### src/wsi_pkg.sv
package wsi_pkg;

    localparam int MAP_CELLS_DEF = 65536;
    localparam int MAX_STEPS_DEF = 64;

    localparam int CFG_DATA_W = 32;
    localparam int CFG_IDX_W  = 3;

    localparam logic [31:0] STEP_INV_RST  = 32'd21845;
    localparam logic [31:0] CELL_INV_RST  = 32'd1310720;
    localparam logic [12:0] GRID_DIM_RST  = 13'd256;
    localparam logic [7:0]  THRESHOLD_RST = 8'd252;
    localparam logic signed [15:0] QUAT_ONE = 16'sd32767;

    // request operation codes
    typedef enum logic [1:0] {
        OP_WRITE = 2'd0,
        OP_START = 2'd1,
        OP_GOAL  = 2'd2
    } op_t;

    typedef enum logic [CFG_IDX_W-1:0] {
        CFG_STEP_INV  = 3'd0,
        CFG_ORIGIN_X  = 3'd1,
        CFG_ORIGIN_Y  = 3'd2,
        CFG_CELL_INV  = 3'd3,
        CFG_WIDTH     = 3'd4,
        CFG_HEIGHT    = 3'd5,
        CFG_THRESHOLD = 3'd6
    } cfg_idx_t;

    typedef enum logic [1:0] {
        AR_MUL,
        AR_DIV,
        AR_SQRT
    } arith_mode_t;

    typedef enum logic [4:0] {
        UOP_IDLE, UOP_DIFF, UOP_SQX, UOP_SQY, UOP_SQRTD, UOP_SCALE,
        UOP_DIVW, UOP_SQRTW, UOP_DIVZ, UOP_SQRTZ, UOP_STEP, UOP_DIVX,
        UOP_DIVY, UOP_CELLX, UOP_CELLY, UOP_INDEX, UOP_READ, UOP_EMIT
    } uop_t;

    typedef enum logic [4:0] {
        S_IDLE, S_DIFF, S_SQX, S_SQY, S_SQRTD, S_SCALE,
        S_DIVW, S_SQRTW, S_DIVZ, S_SQRTZ, S_STEP, S_DIVX,
        S_DIVY, S_CELLX, S_CELLY, S_INDEX, S_READ, S_EMIT
    } state_t;

    typedef struct packed {
        uop_t uop;
        logic start;
    } cmd_t;

    typedef struct packed {
        logic in_goal;
        logic arith_done;
        logic dist_zero;
        logic final_step;
        logic map_loaded;
        logic out_free;
    } status_t;

endpackage

### src/wsi_ctrl.sv
module wsi_ctrl (
    input  logic             clk,
    input  logic             rst_n,
    input  wsi_pkg::status_t status,
    output wsi_pkg::cmd_t    cmd
);
    import wsi_pkg::*;

    state_t state_reg;
    state_t state_next;
    logic   launched_reg;
    logic   launched_next;
    logic   unit_state;

    always_ff @(posedge clk or negedge rst_n)
    begin
        if (!rst_n)
        begin
            state_reg    <= S_IDLE;
            launched_reg <= 1'b0;
        end
        else
        begin
            state_reg    <= state_next;
            launched_reg <= launched_next;
        end
    end

    always_comb
    begin
        state_next = state_reg;
        unique case (state_reg)
            S_IDLE:  if (status.in_goal) state_next = S_DIFF;
            S_DIFF:  state_next = S_SQX;
            S_SQX:   if (status.arith_done) state_next = S_SQY;
            S_SQY:   if (status.arith_done) state_next = S_SQRTD;
            S_SQRTD: if (status.arith_done) state_next = S_SCALE;
            S_SCALE:
            begin
                if (status.arith_done)
                begin
                    state_next = status.dist_zero ? S_STEP : S_DIVW;
                end
            end
            S_DIVW:  if (status.arith_done) state_next = S_SQRTW;
            S_SQRTW: if (status.arith_done) state_next = S_DIVZ;
            S_DIVZ:  if (status.arith_done) state_next = S_SQRTZ;
            S_SQRTZ: if (status.arith_done) state_next = S_STEP;
            S_STEP:
            begin
                if (!status.final_step)
                begin
                    state_next = S_DIVX;
                end
                else
                begin
                    state_next = status.map_loaded ? S_CELLX : S_EMIT;
                end
            end
            S_DIVX:  if (status.arith_done) state_next = S_DIVY;
            S_DIVY:
            begin
                if (status.arith_done)
                begin
                    state_next = status.map_loaded ? S_CELLX : S_EMIT;
                end
            end
            S_CELLX: if (status.arith_done) state_next = S_CELLY;
            S_CELLY: if (status.arith_done) state_next = S_INDEX;
            S_INDEX: state_next = S_READ;
            S_READ:  state_next = S_EMIT;
            S_EMIT:
            begin
                if (status.out_free)
                begin
                    state_next = status.final_step ? S_IDLE : S_STEP;
                end
            end
            default: state_next = S_IDLE;
        endcase
    end

    always_comb
    begin
        unit_state = 1'b0;
        cmd.uop    = UOP_IDLE;
        unique case (state_reg)
            S_IDLE:  cmd.uop = UOP_IDLE;
            S_DIFF:  cmd.uop = UOP_DIFF;
            S_SQX:   begin cmd.uop = UOP_SQX;   unit_state = 1'b1; end
            S_SQY:   begin cmd.uop = UOP_SQY;   unit_state = 1'b1; end
            S_SQRTD: begin cmd.uop = UOP_SQRTD; unit_state = 1'b1; end
            S_SCALE: begin cmd.uop = UOP_SCALE; unit_state = 1'b1; end
            S_DIVW:  begin cmd.uop = UOP_DIVW;  unit_state = 1'b1; end
            S_SQRTW: begin cmd.uop = UOP_SQRTW; unit_state = 1'b1; end
            S_DIVZ:  begin cmd.uop = UOP_DIVZ;  unit_state = 1'b1; end
            S_SQRTZ: begin cmd.uop = UOP_SQRTZ; unit_state = 1'b1; end
            S_STEP:  cmd.uop = UOP_STEP;
            S_DIVX:  begin cmd.uop = UOP_DIVX;  unit_state = 1'b1; end
            S_DIVY:  begin cmd.uop = UOP_DIVY;  unit_state = 1'b1; end
            S_CELLX: begin cmd.uop = UOP_CELLX; unit_state = 1'b1; end
            S_CELLY: begin cmd.uop = UOP_CELLY; unit_state = 1'b1; end
            S_INDEX: cmd.uop = UOP_INDEX;
            S_READ:  cmd.uop = UOP_READ;
            S_EMIT:  cmd.uop = UOP_EMIT;
            default: cmd.uop = UOP_IDLE;
        endcase
        // launch the shared unit once on entry to a unit state
        cmd.start     = unit_state && !launched_reg;
        launched_next = (state_next != state_reg) ? 1'b0 : (launched_reg || cmd.start);
    end

endmodule

### config.mk
export PLATFORM = sky130hd
export DESIGN_NAME = wsi_ctrl
export DESIGN_NICKNAME = d
export VERILOG_FILES = /design/src/wsi_pkg.sv /design/src/wsi_ctrl.sv
export SDC_FILE = /design/constraint.sdc
export NUM_CORES = 1
export LEC_CHECK = 0
export BUFFER_PORTS_ARGS = -buffer_cell sky130_fd_sc_hd__buf_4
export CAP_MARGIN = 20
export CORE_AREA = 8 8 45 47
export CTS_CLUSTER_SIZE = 14
export DETAILED_ROUTE_END_ITERATION = 7
export DIE_AREA = 0 0 53 55
export HOLD_SLACK_MARGIN = 0.12
export MAX_ROUTING_LAYER = met4
export PLACE_DENSITY_LB_ADDON = 0.05
export SYNTH_ARGS = -nofsm -noshare
export SYNTH_HDL_FRONTEND = slang
export SYNTH_SLANG_ARGS = --single-unit
### constraint.sdc
create_clock -name clk -period 4 [get_ports clk]
set_input_delay 0.6 -clock clk [delete_from_list [all_inputs] [get_ports clk]]
set_output_delay 0.6 -clock clk [all_outputs]
set_load 0.005 [all_outputs]
==> qor.yml <==
via_per_inst: 6.32
ys_seq_elements: 6
largest_reg_flops: 5
setup_tns_ns: 0
post-place-cells: 112
antenna_found_initial: 0
worstSkewPairLatency_ns: 0.24
grt_pass1_vias: 640
yosysUniqueCellTypes: 44
async_reset_ff_share_pct: 100
grt_max_degree: 21
synth_enable_flop_cells: 0
via_count: 727
fin_worst_skew_ns: 0.00181
post_dp_cell_area_sq_um: 773
yosys.area.top_type: "dfrtp_1"
cp.arrival_ns: 1.72
core_area_sq_um: 1380
dieArea_sq_um: 2920
syn_area_per_cell_sq_um: 7.74
ant_nets: 0
cts_made_buffers: 3
port_buffers: 13
grt_pass1_wl_mm: 2.86
areaGrowthSynthToFinish_pct: 10.6
layout.cells.non_filler: 115
grt_overflow: 0
ios: 14
antennaDiodeCount: 0
hold_violations: 0
drtIter0Drc: 22
cap_viol_max_count: 0
die_h_microns: 55
cts.clk_slew.worst_paths_ns: 0.04
setup_viol: 0
outcome: "finished, final reports clean"
initial_core_util_pct: 52.0
nFillCells: 133
synth-main-ff-cell: "dfrtp_1"
stdcell_area_sq_um: 796
synthesis.nets: 101
totalWireLength_mm: 1.74
yosys_warnings: 0
rows: 14
crit_fanout: 20
p_leak_nw: 0.328
cp_slowest_cell: "dfrtp_1"
synthCells: 93
cts_setup_buffers: 0
synth.top_cells.by_area: "dfrtp_1 (21%), a21oi_1 (4.9%), buf_2 (4.2%), nor3_1 (4.2%), nand2_1 (3.7%)"
max_stage_delay_ns: 0.71
drc: 0
die_x_microns: 53
fin_crit_ns: 2.32
final_nets: 109
maxSlewViolCount: 0
end_kind: "output port"
hold_class: "in2async"
period_share_pct: 58.1
crit_type: "reg2out"
dp_hpwl_mm: 1.27
cp_data_required_time_ns: 3.40
syn_area_sq_um: 719
root_buffer: "clkbuf_4"
cts-htree-levels: 1
cts_num_sinks: 6
tightest_slew_ns: 0.599
cts_tree: "done"
yosysSeqAreaShare_pct: 20.9
peakVddDrop_mv: 0.567
grtUsageTotal_pct: 13.2
routedWlPerCell_microns: 15.1
critical_path.cell_chain: "nor3_1, a311oi_1, nor2b_1, buf_4"
ctsHoldBuffers: 0
worstSetupStartpointType: "register"
synth_commonest_cells: "a21oi_1 (7), nand2_1 (7), nor2_1 (7)"
slew-limit-headroom_pct: 60.1
cts-resized-gates: 0
gp_congestion: 0.792
rsz0062_at_grt: "false"
drive_above_1_share_pct: 22.2
power_density_nw_per_um2: 693
fmax_mhz: 430
netlist.area_leader.share_pct: 20.9
first_pass_iters: 4
cts.path.max_buffers: 2
## report_power, final
part / total, mW / internal [mW] / switching (mW) / leakage [nW]
sequential: 0.184 / 0.0854 / 0.0987 / 0.0752
combinational: 0.312 / 0.170 / 0.142 / 0.239
clock: 0.0551 / 0.0339 / 0.0212 / 0.0138
## logic make-up after synthesis
family | synth area share (%)
AO/OA/AOI/OAI | 28.2
XOR/XNOR | 1.22
buffers and inverters | 11.5
flip-flops | 20.9
AND/OR/NAND/NOR | 38.3
## final cells by class
| class | count | area (sq um) | area share, % |
|---|---|---|---|
| multi-input cells | 72 | 487 | 61.2 |
| flip-flops and latches | 6 | 150 | 18.9 |
| repair buffers | 13 | 97.6 | 12.3 |
| clock buffers | 3 | 22.5 | 2.83 |
| well taps | 16 | 20.0 | 2.52 |
| inverters | 5 | 18.8 | 2.36 |
## worst max-delay path, delay by kind of cell (launching register included)
kind	cells	cell delay [ns]
buf+inv	1	0.11
compound gates	1	0.32
flops	1	0.71
simple gates	2	0.33
## per-layer routing
| metal | vias up | GRT usage [%] | part of all wire [%] |
|---|---|---|---|
| li1 | 359 | - | - |
| met1 | 338 | 15.8 | 45 |
| met3 | 2 | 5.08 | 7.2 |
| met2 | 28 | 20.1 | 47 |
| met5 | - | - | 0 |
| met4 | 0 | 3.45 | 0.52 |
## through the flow
step,hold WS (ns),power (mW),utilization [%],setup slack (ns)
floorplan,0.304,0.435,-,2.17
global placement,0.408,0.494,55.9,1.96
detailed placement,0.411,0.496,55.9,1.93
CTS,0.151,0.553,57.5,1.67
global route,0.149,0.605,57.5,1.55
finish,0.155,0.552,57.5,1.68
## worst paths after layout
path	to	start	cells past startpoint	slack, ns
max in group asynchronous	state_reg[1]	rst_n	1	3.73
hold / removal	state_reg[4]	rst_n	1	0.16
setup / recovery	cmd[0]	state_reg[1]	4	1.68
min in group clk	launched_reg	launched_reg	2	0.63
hold reg to reg	launched_reg	launched_reg	2	0.63
setup reg to reg	launched_reg	state_reg[0]	4	2.14
## cells in the final DEF, fill, tap and decap left out, drive strengths merged, types with 2 or more instances in the layout
| cell type | n |
|---|---|
| nand4b | 2 |
| o21ai | 4 |
| nand3 | 3 |
| buf | 13 |
| nor3 | 6 |
| inv | 5 |
| nor2b | 4 |
| a311oi | 2 |
| clkbuf | 3 |
| nand2b | 4 |
| dfrtp | 6 |
| a21oi | 7 |
| a2111oi | 2 |
| nand2 | 7 |
| nor2 | 8 |
No activity file was read; power rests on OpenSTA's default activity.
